$ cat src/hw/rtl/knn_pkg.sv
// ----------------------------------------------------------------------------
// knn_pkg
// Shared widths, controller states and the command/status words that pass
// between the top-K controller and its datapath.
// ----------------------------------------------------------------------------
package knn_pkg;

	localparam int DIST_W  = 32;
	localparam int LABEL_W = 16;
	localparam int VOTE_W  = 7;

	typedef enum logic [2:0] {
		ST_IDLE,
		ST_INSERT,
		ST_LOAD,
		ST_SCAN,
		ST_NEXT,
		ST_EMIT
	} knn_state_t;

	typedef struct packed {
		logic accept;
		logic insert;
		logic vote_load;
		logic vote_scan;
		logic vote_next;
		logic emit;
	} knn_cmd_t;

	typedef struct packed {
		logic last;
		logic scan_end;
		logic next_end;
		logic out_busy;
	} knn_status_t;

endpackage

$ cat src/hw/rtl/knn_datapath.sv
// ----------------------------------------------------------------------------
// knn_datapath
// Sorted neighbour store (insertion cells), label rotator with match
// counter for the vote, and the output register.
// ----------------------------------------------------------------------------
module knn_datapath import knn_pkg::*; #(
	parameter int NEIGHBOURS = 16
) (
	input  logic               clk,
	input  logic               arst_n,
	input  knn_cmd_t           cmd,
	output knn_status_t        status,
	input  logic [DIST_W-1:0]  distance,
	input  logic [LABEL_W-1:0] label,
	input  logic               last_pair,
	input  logic               res_ready,
	output logic               res_valid,
	output logic [LABEL_W-1:0] res_label,
	output logic [VOTE_W-1:0]  res_count
);

	localparam int CW = $clog2(NEIGHBOURS + 1);
	localparam int IW = (NEIGHBOURS > 1) ? $clog2(NEIGHBOURS) : 1;

	// store kept sorted by distance; equal distances newest first, so the
	// top slot is always the largest and oldest entry
	logic [DIST_W-1:0]  dist_q [NEIGHBOURS];
	logic [DIST_W-1:0]  dist_d [NEIGHBOURS];
	logic [LABEL_W-1:0] lab_q  [NEIGHBOURS];
	logic [LABEL_W-1:0] lab_d  [NEIGHBOURS];
	logic [NEIGHBOURS-1:0] lt_d;
	logic [NEIGHBOURS-1:0] lt_q;
	logic               drop_q;
	logic [CW-1:0]      count_q;
	logic [CW-1:0]      last_idx;
	logic [DIST_W-1:0]  new_dist_q;
	logic [LABEL_W-1:0] new_lab_q;
	logic               last_q;
	logic [LABEL_W-1:0] cand_q;
	logic [CW-1:0]      cnt_q;
	logic [CW-1:0]      best_cnt_q;
	logic [LABEL_W-1:0] best_lab_q;
	logic [IW-1:0]      j_q;
	logic [IW-1:0]      k_q;
	logic               res_valid_q;
	logic [LABEL_W-1:0] res_label_q;
	logic [VOTE_W-1:0]  res_count_q;

	assign last_idx = count_q - CW'(1);

	always_comb begin
		for (int i = 0; i < NEIGHBOURS; i++) begin
			lt_d[i] = (CW'(i) < count_q) && (dist_q[i] < distance);
		end
	end

	always_comb begin
		for (int i = 0; i < NEIGHBOURS; i++) begin
			dist_d[i] = dist_q[i];
			lab_d[i]  = lab_q[i];
		end
		if (cmd.insert && !drop_q) begin
			if (!lt_q[0]) begin
				dist_d[0] = new_dist_q;
				lab_d[0]  = new_lab_q;
			end
			for (int i = 1; i < NEIGHBOURS; i++) begin
				if (!lt_q[i]) begin
					if (lt_q[i-1]) begin
						dist_d[i] = new_dist_q;
						lab_d[i]  = new_lab_q;
					end else begin
						dist_d[i] = dist_q[i-1];
						lab_d[i]  = lab_q[i-1];
					end
				end
			end
		end else if (cmd.vote_scan || cmd.vote_next) begin
			// rotate the valid labels by one slot
			for (int i = 0; i < NEIGHBOURS - 1; i++) begin
				if (CW'(i) == last_idx) begin
					lab_d[i] = lab_q[0];
				end else begin
					lab_d[i] = lab_q[i+1];
				end
			end
			if (CW'(NEIGHBOURS - 1) == last_idx) begin
				lab_d[NEIGHBOURS-1] = lab_q[0];
			end
		end
	end

	always_ff @(posedge clk) begin
		for (int i = 0; i < NEIGHBOURS; i++) begin
			dist_q[i] <= dist_d[i];
			lab_q[i]  <= lab_d[i];
		end
		if (cmd.accept) begin
			new_dist_q <= distance;
			new_lab_q  <= label;
			last_q     <= last_pair;
			lt_q       <= lt_d;
			// full store: a word no nearer than the top slot is dropped
			drop_q     <= (count_q == CW'(NEIGHBOURS)) &&
				(dist_q[NEIGHBOURS-1] <= distance);
			best_cnt_q <= '0;
			best_lab_q <= '0;
			k_q        <= '0;
		end
		if (cmd.vote_load) begin
			cand_q <= lab_q[0];
			cnt_q  <= '0;
			j_q    <= '0;
		end
		if (cmd.vote_scan) begin
			if (lab_q[0] == cand_q) begin
				cnt_q <= cnt_q + CW'(1);
			end
			j_q <= j_q + IW'(1);
		end
		if (cmd.vote_next) begin
			if ((cnt_q > best_cnt_q) || ((cnt_q == best_cnt_q) && (cand_q < best_lab_q))) begin
				best_cnt_q <= cnt_q;
				best_lab_q <= cand_q;
			end
			k_q <= k_q + IW'(1);
		end
		if (cmd.emit) begin
			res_label_q <= best_lab_q;
			res_count_q <= VOTE_W'(best_cnt_q);
		end
	end

	always_ff @(posedge clk or negedge arst_n) begin
		if (!arst_n) begin
			count_q     <= '0;
			res_valid_q <= 1'b0;
		end else begin
			if (cmd.emit) begin
				count_q <= '0;
			end else if (cmd.insert && (count_q != CW'(NEIGHBOURS))) begin
				count_q <= count_q + CW'(1);
			end
			if (cmd.emit) begin
				res_valid_q <= 1'b1;
			end else if (res_ready) begin
				res_valid_q <= 1'b0;
			end
		end
	end

	assign status.last     = last_q;
	assign status.scan_end = (CW'(j_q) == last_idx);
	assign status.next_end = (CW'(k_q) == last_idx);
	assign status.out_busy = res_valid_q && !res_ready;

	assign res_valid = res_valid_q;
	assign res_label = res_label_q;
	assign res_count = res_count_q;

endmodule

$ cat config.mk
export PLATFORM = sky130hd
export DESIGN_NAME = knn_datapath
export DESIGN_NICKNAME = d
export VERILOG_FILES = /design/src/hw/rtl/knn_pkg.sv /design/src/hw/rtl/knn_datapath.sv
export SDC_FILE = /design/constraint.sdc
export NUM_CORES = 2
export LEC_CHECK = 0
export BUFFER_PORTS_ARGS = -buffer_cell sky130_fd_sc_hd__buf_2
export CAP_MARGIN = 20
export CORE_MARGIN = 4
export CORE_UTILIZATION = 65
export CTS_BUF_LIST = sky130_fd_sc_hd__clkbuf_8
export DETAILED_ROUTE_END_ITERATION = 7
export GPL_ROUTABILITY_DRIVEN = 0
export GPL_TIMING_DRIVEN = 0
export PLACE_DENSITY = 0.82
export RECOVER_POWER = 25
export SLEW_MARGIN = 20
export SYNTH_ARGS = -nofsm -noshare
export SYNTH_HDL_FRONTEND = slang
export SYNTH_SLANG_ARGS = --single-unit
$ cat constraint.sdc
create_clock -name clk -period 5.64 [get_ports clk]
set_clock_uncertainty 0.15 [all_clocks]
set_input_delay 1.128 -clock clk [delete_from_list [all_inputs] [get_ports clk]]
set_output_delay 1.128 -clock clk [all_outputs]
set_load 0.01 [all_outputs]
==> impl_results.md <==
* Status: complete, but fails checks
* Failing checks: design-rule violations, max-capacitance violations, max-slew violations
* CP max FO at 10
* Core area at 80900 µm²
* Final setup margin at a little over 0.9 ns
* Clk buf depth at 3
* Critical path type: register to primary output
* Post-CTS setup buffers at 0
* Post-CTS sizing at 0
* Post-synth EDFFs at 879
* Final nets at roughly 5000
* Clk slew on worst S/H paths at approximately 0.06 ns
* Setup violations, final at 0
* Worst-case vdd ir drop at 0.252 mV
* Area delta synth->final at 9.74%
* Final slew viol count at 48
* Synth top area share at 49.4%
* Starting Density at 66.0%
* Crit path time final at 4.71 ns
* First-pass GRT wire length at around 230 mm
* Syn Area/Cell at 12.6 µm²
* Pre-antenna DRT Iters at 8
* Period utilisation layout at 83.5%
* Clock Sinks at 911
* Io pins at 86
* Vias at 38200
* Layout cells sized above 1 at about a fifth
* CTS Buf Count at 154
* Largest net degree at the start of global routing at between 50 and 60
* DIE AREA at 86800 µm²
* Post-Route WL at 153 mm
* Vias per cell at 6.72
* H-tree Lvls at 4
* #FFs+latches synth at 911
* Die W at 295 µm
* Worst Hold Class: register to register
* HPWL Detailed at 113 mm
* Most used DFF post-synth: edfxtp_1
* Post-CTS Hold Buffers at 1
* Post-DRT Antenna Nets at 0
* Leak pwr at between 0.02 and 0.025 µW
* Clk root buf: clkbuf_8
* Cell row count at 104
* Grt ovf at 0
* Routed len/inst at 26.9 µm
* Final setup TNS at 0 ns
* YS warnings at 0
* Relative slew slack at -13.6%
* Worst path required time at 4.36 ns
* Critical Path Source Type: register
* Die extent in y at about 290 µm
* Final hold viol count at 0
* Worst slew pin tran at 1.70 ns
* Clock Latency Late Sink at 0.85 ns
* Sequential share of the synthesized area at 50.7%
* 1st-iter DRT viols at around 4100
* Crit path DAT at 3.43 ns
* Async S/R FF share, synth at 0.659%
* Vias in the first global route at 39400
* Pre-CTS WS at 1.40 ns
* DR DRC count at 1
* RSZ-0062 raised after global routing: false
* Leading post-synthesis cells by cell area: edfxtp_1, ha_1, mux2_2, mux2i_1, a21oi_1
* P per Cell Area at 289 nW/µm²
* Cell count after synthesis at 4230
* Initial antenna violation count at 4
* Crit path capture type: primary output
* IO buf count at 83
* CTS tree: built
* Number of max-cap violations at 2
* Gr usage total at 34.9%
* Cell variety after synth at 75
* Area leader, netlist: edfxtp_1
* Max Clk Rate at 212 MHz
* Fin util at 72.4%
* Cell Area, Synth at 53400 µm²
-- state kept, by name, summed over array words and instances (netlist names), 16 cells and up --
register / flops
dist_q: 512
lab_q: 256
new_dist_q: 32
best_lab_q: 16
cand_q: 16
lt_q: 16
new_lab_q: 16
res_label: 16
-- layout make-up --
class / instances / area, µm²
Buffer: 291 / 1340
Antenna cell: 4 / 10.0
Clock inverter: 105 / 469
Inverter: 61 / 229
Fill cell: 5500 / 22300
Sequential cell: 911 / 27100
Clock buffer: 168 / 2310
Multi-Input combinational cell: 2968 / 25000
Timing Repair Buffer: 114 / 898
Tap cell: 1060 / 1330
-- cell usage after synthesis (90+ instances only) --
master and count:
nor2_1 134, a211oi_1 241, ha_1 526, a21oi_1 385
mux2_2 494, mux2i_1 226, a21o_1 90, edfxtp_1 879
nor2b_1 234, clkbuf_1 211, o21ai_0 99, nand2_1 161
-- cells in the final DEF, fill, tap and decap left out, drive strengths merged, types with 18 or more instances in the layout --
| master | synthesis | final |
|---|---|---|
| edfxtp | 879 | 879 |
| ha | 526 | 526 |
| mux2 | 500 | 500 |
| clkbuf | 211 | 415 |
| a21oi | 385 | 385 |
| a211oi | 241 | 241 |
| nor2b | 234 | 234 |
| mux2i | 226 | 226 |
| nand2 | 174 | 174 |
| buf | 80 | 157 |
| nor2 | 135 | 135 |
| inv | 61 | 111 |
| o21ai | 99 | 99 |
| a21o | 91 | 91 |
| nand4 | 79 | 79 |
| nand3 | 53 | 53 |
| clkinv | 0 | 51 |
| dfxtp | 26 | 26 |
| xnor2 | 26 | 26 |
| nor3 | 23 | 23 |
| nand2b | 18 | 18 |
| o22ai | 18 | 18 |
-- layer usage --
metal	track usage (%)	vias to the layer above	wire (µm)
li1	-	16900	-
met1	40.5	18400	55400
met2	59.5	2195	74400
met3	6.80	707	11800
met4	22.8	2	11200
met5	0	-	13
-- metrics by stage --
step	hold WS, ns	std cells	area (µm²)	power [µW]
CTS	0.276	5678	58600	16800
global route	0.293	5680	58600	17500
global placement	0.263	5374	55200	11200
finish	0.286	5682	58600	16900
floorplan	0.258	4231	53400	10300
detailed placement	0.267	5404	55900	11400
-- worst max-delay path, cell delays in order (launching register included) --
cell      delay (ns)
dfrtp_1         0.48
clkbuf_1        0.56
inv_1           0.25
ha_1            0.36
xor2_2          0.41
xnor2_1         0.17
nand4_1         0.11
nor2_1          0.12
buf_2           0.13
-- final timing paths --
| path | from | to | slack, ns | depth (start not counted) |
|---|---|---|---|---|
| max reg2reg | count_q[0] | lab_q[0][72] | 1.80 | 11 |
| min reg2reg | best_cnt_q[2] | res_count[2] | 0.29 | 0 |
| max | count_q[0] | status[1] | 0.93 | 8 |
| min | best_cnt_q[2] | res_count[2] | 0.29 | 0 |
| max in group asynchronous | arst_n | count_q[4] | 4.55 | 2 |
| min in group asynchronous | arst_n | count_q[1] | 0.55 | 2 |
-- cell families after synthesis --
| kind of cell | synth area share [%] |
|---|---|
| flip-flops | 50.7 |
| AO/OA/AOI/OAI | 10.8 |
| AND/OR/NAND/NOR | 7.88 |
| multiplexers | 14.8 |
| adder cells (fa/ha/maj) | 12.3 |
| buffers and inverters | 2.93 |
| XOR/XNOR | 0.633 |
| other | 0.00702 |
-- power breakdown --
group | total, µW | internal, µW | switching, µW | leakage (µW)
Sequential | 8480 | 8120 | 363 | 0.00868
Clock | 5590 | 2780 | 2810 | 0.00160
Combinational | 2840 | 1110 | 1730 | 0.0129
Total | 16900 | 12000 | 4900 | 0.0232
Note: power is estimated with default switching activity, not from simulation.
