$ cat config.mk
export PLATFORM = sky130hd
export DESIGN_NAME = knn_ctrl
export DESIGN_NICKNAME = d
export VERILOG_FILES = /design/src/hw/rtl/knn_pkg.sv /design/src/hw/rtl/knn_ctrl.sv
export SDC_FILE = /design/constraint.sdc
export NUM_CORES = 1
export LEC_CHECK = 0
export BUFFER_PORTS_ARGS = -buffer_cell sky130_fd_sc_hd__buf_2
export CORE_AREA = 2 2 39 41
export DETAILED_ROUTE_END_ITERATION = 8
export DIE_AREA = 0 0 41 43
export HOLD_SLACK_MARGIN = 0.06
export PLACE_DENSITY_LB_ADDON = 0.08
export SETUP_SLACK_MARGIN = 0.2
export SYNTH_ARGS = -nofsm -noshare
export SYNTH_HDL_FRONTEND = slang
export SYNTH_SLANG_ARGS = --single-unit
$ cat constraint.sdc
create_clock -name clk -period 1.2 [get_ports clk]
set_input_delay 0.3 -clock clk [delete_from_list [all_inputs] [get_ports clk]]
set_output_delay 0.3 -clock clk [all_outputs]
set_load 0.01 [all_outputs]
$ cat src/hw/rtl/knn_pkg.sv
// ----------------------------------------------------------------------------
// knn_pkg
// Shared widths, controller states and the command/status words that pass
// between the top-K controller and its datapath.
// ----------------------------------------------------------------------------
package knn_pkg;

	localparam int DIST_W  = 32;
	localparam int LABEL_W = 16;
	localparam int VOTE_W  = 7;

	typedef enum logic [2:0] {
		ST_IDLE,
		ST_INSERT,
		ST_LOAD,
		ST_SCAN,
		ST_NEXT,
		ST_EMIT
	} knn_state_t;

	typedef struct packed {
		logic accept;
		logic insert;
		logic vote_load;
		logic vote_scan;
		logic vote_next;
		logic emit;
	} knn_cmd_t;

	typedef struct packed {
		logic last;
		logic scan_end;
		logic next_end;
		logic out_busy;
	} knn_status_t;

endpackage

$ cat src/hw/rtl/knn_ctrl.sv
// ----------------------------------------------------------------------------
// knn_ctrl
// Sequencer: takes a word, inserts it, and on the last word of a set runs
// the label vote and hands the result to the output register.
// ----------------------------------------------------------------------------
module knn_ctrl import knn_pkg::*; (
	input  logic        clk,
	input  logic        arst_n,
	input  logic        in_valid,
	output logic        in_ready,
	input  knn_status_t status,
	output knn_cmd_t    cmd
);

	knn_state_t state_q;
	knn_state_t state_d;

	always_ff @(posedge clk or negedge arst_n) begin
		if (!arst_n) begin
			state_q <= ST_IDLE;
		end else begin
			state_q <= state_d;
		end
	end

	always_comb begin
		state_d  = state_q;
		cmd      = '0;
		in_ready = 1'b0;
		case (state_q)
			ST_IDLE: begin
				in_ready = 1'b1;
				if (in_valid) begin
					cmd.accept = 1'b1;
					state_d    = ST_INSERT;
				end
			end
			ST_INSERT: begin
				cmd.insert = 1'b1;
				state_d    = status.last ? ST_LOAD : ST_IDLE;
			end
			ST_LOAD: begin
				cmd.vote_load = 1'b1;
				state_d       = ST_SCAN;
			end
			ST_SCAN: begin
				cmd.vote_scan = 1'b1;
				if (status.scan_end) begin
					state_d = ST_NEXT;
				end
			end
			ST_NEXT: begin
				cmd.vote_next = 1'b1;
				state_d       = status.next_end ? ST_EMIT : ST_LOAD;
			end
			ST_EMIT: begin
				if (!status.out_busy) begin
					cmd.emit = 1'b1;
					state_d  = ST_IDLE;
				end
			end
			default: begin
				state_d = ST_IDLE;
			end
		endcase
	end

endmodule

==> results of run 1 <==
final cells by class:
type                    count  share of cell area (%)
clock buffers               4                    4.92
flip-flops and latches      3                    14.8
inverters                   3                    2.11
multi-input cells          21                    34.7
repair buffers             29                    39.8
well taps                  16                    3.75
metal layers:
layer | GRT usage (%) | wire length, um | vias up
met1 | 13.3 | 317 | 145
met2 | 15.3 | 427 | 9
li1 | - | - | 161
met5 | 0 | 0 | -
met4 | 6.00 | 0 | 0
met3 | 3.14 | 32 | 0
timing repair:
action                                  CTS  global route
buffers inserted                          4             4
endpoints found under the hold margin     3             0
resized for setup                         8             4
pin swaps                                 1             4
endpoints found under the setup margin   10            10
hold buffers                              1             0
cloned                                    0             0
per-stage QoR:
step	util, %	TNS (ns)
2_1_floorplan	-	-0.0282
3_3_place_gp	28.8	-0.315
3_5_place_dp	28.8	-0.408
4_1_cts	35.3	-1.68
5_1_grt	38.6	-2.27
6_report	38.6	-1.64
worst max-delay path, cell delays in order (launching register included):
cell,delay (ns)
sky130_fd_sc_hd__dfrtp_2,0.46
sky130_fd_sc_hd__nor3_4,0.22
sky130_fd_sc_hd__and2_4,0.16
sky130_fd_sc_hd__buf_6,0.09
synthesized netlist by cell type:
cell type	count
sky130_fd_sc_hd__nor3b_2	1
sky130_fd_sc_hd__nor3_4	1
sky130_fd_sc_hd__nand2b_4	1
sky130_fd_sc_hd__nor3_1	1
sky130_fd_sc_hd__inv_1	3
sky130_fd_sc_hd__nor2_1	2
sky130_fd_sc_hd__o22ai_1	1
sky130_fd_sc_hd__a21oi_2	1
sky130_fd_sc_hd__and2_1	1
sky130_fd_sc_hd__dfrtp_1	3
sky130_fd_sc_hd__a21boi_0	1
sky130_fd_sc_hd__o2bb2ai_1	1
sky130_fd_sc_hd__nor4b_2	1
sky130_fd_sc_hd__a21oi_1	2
sky130_fd_sc_hd__nand2_1	1
sky130_fd_sc_hd__nand3_1	1
sky130_fd_sc_hd__buf_6	2
sky130_fd_sc_hd__buf_4	1
sky130_fd_sc_hd__a2bb2oi_2	1
sky130_fd_sc_hd__and3b_1	1
sky130_fd_sc_hd__nand2b_1	3
kinds of logic after synthesis:
logic type / after synthesis
and+or+nand+nor: 14
AOI/OAI and AO/OA: 7
buffers and inverters: 6
DFF: 3
power by group:
part / leakage [nW] / internal, W / switching [W]
sequential: 0.0338 / 0.000159 / 0.000112
clock: 0.0150 / 0.000125 / 0.0000533
combinational: 0.221 / 0.000619 / 0.000365
final timing paths:
path	from	end	slack, ns
worst max-delay path	state_q[1]$_DFFE_PN0P_	cmd[5]	-0.27
worst min-delay path	in_valid	state_q[0]$_DFFE_PN0P_	0.32
worst max register to register	state_q[1]$_DFFE_PN0P_	state_q[1]$_DFFE_PN0P_	-0.02
worst min register to register	state_q[2]$_DFFE_PN0P_	state_q[1]$_DFFE_PN0P_	0.70
max in group asynchronous	arst_n	state_q[0]$_DFFE_PN0P_	0.69
min in group asynchronous	arst_n	state_q[1]$_DFFE_PN0P_	0.39
==> results.txt, run 1 <==
----------------------------------------------------
[Outcome]
  Run status ... complete, but fails checks
  Failing checks ... setup timing

[Pwr]
  Sum of internal, switching and leakage power ... 0.00143 W
  Max IR drop VDD ... 0.000976 V
  Power per Cell Area ... 2680 mW/mm^2
  Leakage power figure ... 0.270 nW

[Synth]
  Post-synthesis cell area ... 285 um^2
  Flip-flop and latch count after synthesis ... 3
  Main combinational cell family by area after synthesis ... simple AND/OR/NAND/NOR gates
  Synth Instances ... 30
  Synth area leader ... sky130_fd_sc_hd__dfrtp_1
  Mux contribution to synthesized area ... 0%
  Synth warnings ... 0
  Mapped Avg Cell Area ... 9.51 um^2
  Cell types occupying the most area after synthesis ... sky130_fd_sc_hd__dfrtp_1 (26%), sky130_fd_sc_hd__buf_6 (7.9%), sky130_fd_sc_hd__nand2b_1 (6.6%)
  Adder-cell area share of the yosys netlist ... 0%
  Post-Synthesis Net Count ... 37
  Area share of the largest cell type after synthesis ... 26.3%
  Portion of the post-synthesis area used by sequential elements ... 26.3%
  Compound-Gate Fraction of Synth Area ... 19.7%
  Share of the synthesized netlist area taken by xor and xnor gates ... 0%
  Number of distinct standard cells referenced by the synthesized netlist ... 21
  Basic-gate share of the synthesized area counting and, or, nand and nor cells ... 39.5%

[Floorplan]
  Initial core utilization ... 20.6%
  Vertical die dimension ... 43 um
  Number of top-level pins ... 14
  Width of the chip ... 41 um
  Area of the core ... 0.00138 mm^2
  Number of standard-cell rows in the floorplan ... 14
  Die ar. ... 0.00176 mm^2

[Detailed routing]
  Routed length per instance ... 10.2 um
  Ratio of routed vias to standard cells ... 4.14
  Total via count in the routed design ... 315
  DRC Markers ... 0
  Detailed Route WL ... 777 um
  Count of antenna-violating nets left after detailed routing ... 0
  Initial DRC count ... 4
  Detailed-router iteration count before antenna repair ... 4

[STA]
  Hold violation total from the final report ... 0
  Final Setup Violations ... 8
  Worst clock skew on the final layout ... 0.00421 ns
  Smallest setup slack after layout ... -0.273 ns
  Final period utilization ... 123%
  Period minus WS final ... 1.47 ns
  Final Hold Slack ... 0.319 ns
  Slew @ Worst Pin ... 0.181 ns
  Count of final max-slew check failures ... 0
  Slew margin rel. ... 87.9%
  Setup repair after global routing missed its margin ... true
  Maximum clock rate ... 679 MHz

[Placement]
  Setup Slack @ Placement ... -0.0867 ns
  Detailed-placement wirelength estimate ... 562 um
  Final Wtd Congestion ... 0.695
  Placed cell area ... 398 um^2
  Number of placed instances with taps included ... 63
  Port Buffers ... 13

[Final layout]
  Area taken by multi-input logic gates ... 185 um^2
  Register cell area after layout ... 78.8 um^2
  Antenna diode count ... 0
  Fraction of final layout cells with drive strength greater than 1 ... 71.7%
  Highest-count cells in the layout ignoring fill and taps ... sky130_fd_sc_hd__buf_2 (12), sky130_fd_sc_hd__buf_4 (10), sky130_fd_sc_hd__buf_6 (6)
  Final Net Count ... 68
  Flip-flop count of the largest register after layout ... 3
  Number of filler instances in the final layout ... 146
  Area growth syn-to-layout ... 87.3%
  Commonest non-fill, non-tap cell in the layout ... sky130_fd_sc_hd__buf_2
  Top register by number of flip-flops ... state_q
  Largest registers in the final layout ... state_q (3)
  Layout Cells excl Fill ... 76
  Finished Cell Area ... 534 um^2

[Clock network]
  Sinks on Clock Net ... 3
  H-Tree Depth ... 1
  Total clock buffers created by CTS ... 3
  Worst-skew pair later-pin latency ... 0.23 ns
  Cell at the root of the clock tree ... sky130_fd_sc_hd__clkbuf_4
  TritonCTS clock tree ... done
  Clock slew at the register clock pins of the worst setup and hold paths ... 0.04 ns
  Longest Clk Path Bufs ... 2

[Global routing]
  Maximum number of pins on one net before global-route repair ... 7
  Initial antenna violation count ... 0
  Global-route wire length before repair ... 1240 um
  Overall fraction of global-route tracks in use ... 10.6%
  Number of global-route vias before repair ... 304
  Global route overflow ... 0

[Flow run]
  Number of violations of the max-capacitance limit ... 0

[Worst setup path]
  Data required time of the critical path ... 0.90 ns
  Maximum fanout encountered on the critical timing path ... 6
  Cells on worst reg2reg path ... 5
  Endpoint kind of the worst setup timing path ... output pin
  Startpoint types ... flop
  Arrival time of the worst setup path ... 1.17 ns
  Critical path class ... reg2out

[Worst hold path]
  Hold WC Path Type ... in2reg
  Hold-critical path depth ... 3

----------------------------------------------------
(Power assumes the default switching activity.)
==> run 2, diff against run 1 <==
- CORE_AREA: 2 2 39 41 -> 4 4 41 43
- DIE_AREA: 0 0 41 43 -> 0 0 45 47
- RECOVER_POWER: not set -> 50
==> run 2 against run 1 <==
- the flow still finishes with violations (setup timing)
- die area up 20%
- count of clock-buffer cells in the layout unchanged
- non-clock buffer count unchanged
- routed wire length up 16%
- clock skew down 0.0011 ns
- core utilization up 4.8 points
- flip-flop and latch count unchanged
- largest cell class is now multi-input gates
- critical path depth unchanged
- first-iteration DRC count down 50%
- register-to-register slack about the same
- via count up 3.8%
==> results.txt, run 2 (synthesis results as in run 1) <==
----------------------------------------------------
[Outcome]
  Run status ... complete, but fails checks (unchanged)
  Failing checks ... setup timing (unchanged)

[Floorplan]
  Width of the chip ... 45 um (was 41 um)
  Area of the core ... 0.00130 mm^2 (was 0.00138 mm^2)
  Vertical die dimension ... 47 um (was 43 um)
  Number of standard-cell rows in the floorplan ... 13 (was 14)
  Die ar. ... 0.00212 mm^2 (was 0.00176 mm^2)
  Initial core utilization ... 21.9% (was 20.6%)
  Number of top-level pins ... 14 (unchanged)

[Pwr]
  Switching fraction of total power ... 39.5% (was 37.1%)
  Leakage power figure ... 0.275 nW (was 0.270 nW)
  Power per Cell Area ... 2680 mW/mm^2 (about the same)
  Switching pwr ... 0.000598 W (was 0.000531 W)
  Internal power ... 0.000915 W (was 0.000902 W)
  Clock network fraction of design power ... 11.8% (was 12.4%)
  Sum of internal, switching and leakage power ... 0.00151 W (was 0.00143 W)
  Share of total power in sequential cells ... 19.3% (was 18.9%)
  Max IR drop VDD ... 0.00102 V (was 0.000976 V)
  Share of total power in combinational logic ... 68.9% (was 68.7%)

[Worst setup path]
  Startpoint types ... flop (unchanged)
  Slack of the worst reg-to-reg path ... -0.01 ns (was -0.02 ns)
  Worst reg2reg path endpoint ... state_q[1]$_DFFE_PN0P_ (unchanged)
  Arrival time of the worst setup path ... 1.16 ns (was 1.17 ns)
  Cells on worst reg2reg path ... 5 (unchanged)
  RR Startpoint ... state_q[1]$_DFFE_PN0P_ (unchanged)
  Data required time of the critical path ... 0.90 ns (about the same)
  Critical path capture point ... cmd[5] (unchanged)
  Launching element of the worst setup path ... state_q[0]$_DFFE_PN0P_ (was state_q[1]$_DFFE_PN0P_)
  Critical path class ... reg2out (unchanged)
  Maximum fanout encountered on the critical timing path ... 5 (was 6)
  Endpoint kind of the worst setup timing path ... output pin (unchanged)

[Placement]
  Detailed-placement wirelength estimate ... 565 um (was 562 um)
  Port Buffers ... 13 (unchanged)
  Final Wtd Congestion ... 0.752 (was 0.695)

[Worst hold path]
  Launch point of the worst hold path ... in_valid (unchanged)
  Hold WC Path Type ... in2reg (unchanged)

[Detailed routing]
  Detailed-router iteration count before antenna repair ... 2 (was 4)
  Initial DRC count ... 2 (was 4)
  Ratio of routed vias to standard cells ... 4.36 (was 4.14)
  DRC Markers ... 0 (unchanged)
  Count of antenna-violating nets left after detailed routing ... 0 (unchanged)
  Detailed Route WL ... 899 um (was 777 um)
  Routed length per instance ... 12.0 um (was 10.2 um)
  Total via count in the routed design ... 327 (was 315)

[Clock network]
  Worst-skew pair later-pin latency ... 0.23 ns (about the same)
  H-Tree Depth ... 1 (unchanged)
  Clock slew at the register clock pins of the worst setup and hold paths ... 0.04 ns (about the same)
  Sinks on Clock Net ... 3 (unchanged)
  Longest Clk Path Bufs ... 2 (unchanged)
  Cell at the root of the clock tree ... sky130_fd_sc_hd__clkbuf_4 (unchanged)
  TritonCTS clock tree ... done (unchanged)
  Total clock buffers created by CTS ... 3 (unchanged)

[Global routing]
  Maximum number of pins on one net before global-route repair ... 8 (was 7)
  Overall fraction of global-route tracks in use ... 9.34% (was 10.6%)
  Global-route wire length before repair ... 1410 um (was 1240 um)
  Number of global-route vias before repair ... 363 (was 304)
  Global route overflow ... 0 (unchanged)
  Initial antenna violation count ... 0 (unchanged)

[STA]
  Period minus WS final ... 1.46 ns (was 1.47 ns)
  Slew @ Worst Pin ... 0.224 ns (was 0.181 ns)
  Maximum clock rate ... 685 MHz (was 679 MHz)
  Count of final max-slew check failures ... 0 (unchanged)
  Final period utilization ... 122% (was 123%)
  Hold violation total from the final report ... 0 (unchanged)
  Slew margin rel. ... 85.0% (was 87.9%)
  Smallest setup slack after layout ... -0.259 ns (was -0.273 ns)
  Final Hold Slack ... 0.321 ns (was 0.319 ns)
  Final Setup Violations ... 8 (unchanged)
  Setup repair after global routing missed its margin ... true (unchanged)
  Worst clock skew on the final layout ... 0.00309 ns (was 0.00421 ns)

[Final layout]
  Area growth syn-to-layout ... 97.8% (was 87.3%)
  Area taken by multi-input logic gates ... 221 um^2 (was 185 um^2)
  Antenna diode count ... 0 (unchanged)
  Highest-count cells in the layout ignoring fill and taps ... sky130_fd_sc_hd__buf_2 (11), sky130_fd_sc_hd__buf_4 (11), sky130_fd_sc_hd__buf_6 (5) (was sky130_fd_sc_hd__buf_2 (12), sky130_fd_sc_hd__buf_4 (10), sky130_fd_sc_hd__buf_6 (6))
  Fraction of final layout cells with drive strength greater than 1 ... 81.7% (was 71.7%)
  Top register by number of flip-flops ... state_q (unchanged)
  Core Util, Final ... 43.4% (was 38.6%)
  Flip-flop count of the largest register after layout ... 3 (unchanged)
  Final Net Count ... 68 (unchanged)
  Number of filler instances in the final layout ... 136 (was 146)
  Largest registers in the final layout ... state_q (3) (unchanged)
  Register cell area after layout ... 78.8 um^2 (unchanged)

[Flow run]
  Number of violations of the max-capacitance limit ... 0 (unchanged)

----------------------------------------------------
==> run 2: metrics by stage <==
step           cells  setup slack (ns)  setup TNS (ns)  instance area, um^2
6_report          75            -0.259           -1.60                  564
2_1_floorplan     30           -0.0282         -0.0282                  294
5_1_grt           75            -0.328           -2.06                  564
3_5_place_dp      61           -0.0928          -0.351                  389
4_1_cts           74            -0.269           -1.65                  537
3_3_place_gp      61            -0.100          -0.356                  389
==> run 2: final cells by class <==
class | instances | share of cell area, %
inverter | 3 | 2.00
clock buffer | 4 | 4.66
sequential | 3 | 14.0
timing repair buffer | 29 | 36.8
tap | 15 | 3.33
multi-input combinational | 21 | 39.2
==> run 2: power by group through the flow <==
stage | clock network [W] | logic [W] | registers [W]
4_1_cts | 0.000185 | 0.000947 | 0.000275
3_5_place_dp | 0 | 0.000638 | 0.000269
2_1_floorplan | 0 | 0.000552 | 0.000168
6_report | 0.000178 | 0.00104 | 0.000292
3_3_place_gp | 0 | 0.000641 | 0.000267
5_1_grt | 0.000191 | 0.00112 | 0.000302
==> run 2: worst min-delay path by stage <==
stage / end / slack, ns / cells past startpoint
2_1_floorplan: state_q[0]$_DFFE_PN0P_ / 0.004 / 0
3_3_place_gp: state_q[2]$_DFFE_PN0P_ / 0.1 / 1
3_5_place_dp: state_q[2]$_DFFE_PN0P_ / 0.1 / 1
4_1_cts: state_q[0]$_DFFE_PN0P_ / 0.32 / 3
5_1_grt: state_q[0]$_DFFE_PN0P_ / 0.33 / 3
6_report: state_q[0]$_DFFE_PN0P_ / 0.32 / 3
==> run 2: per-layer routing <==
metal,wire (um),track usage (%)
met3,23,1.15
met2,516,18.1
met1,359,9.61
met5,0,0
met4,0,5.26
==> run 2: critical path: stages (launching register included) <==
cell,delay (ns)
sky130_fd_sc_hd__dfrtp_2,0.45
sky130_fd_sc_hd__nor3_4,0.22
sky130_fd_sc_hd__and2_4,0.16
sky130_fd_sc_hd__buf_6,0.09
==> run 2: repair_timing <==
item / in CTS / in global routing
pin swaps: 6 / 5
endpoints found under the hold margin: 3 / 0
endpoints found under the setup margin: 10 / 10
buffers inserted: 8 / 1
gates resized for setup: 15 / 4
hold buffers: 1 / 0
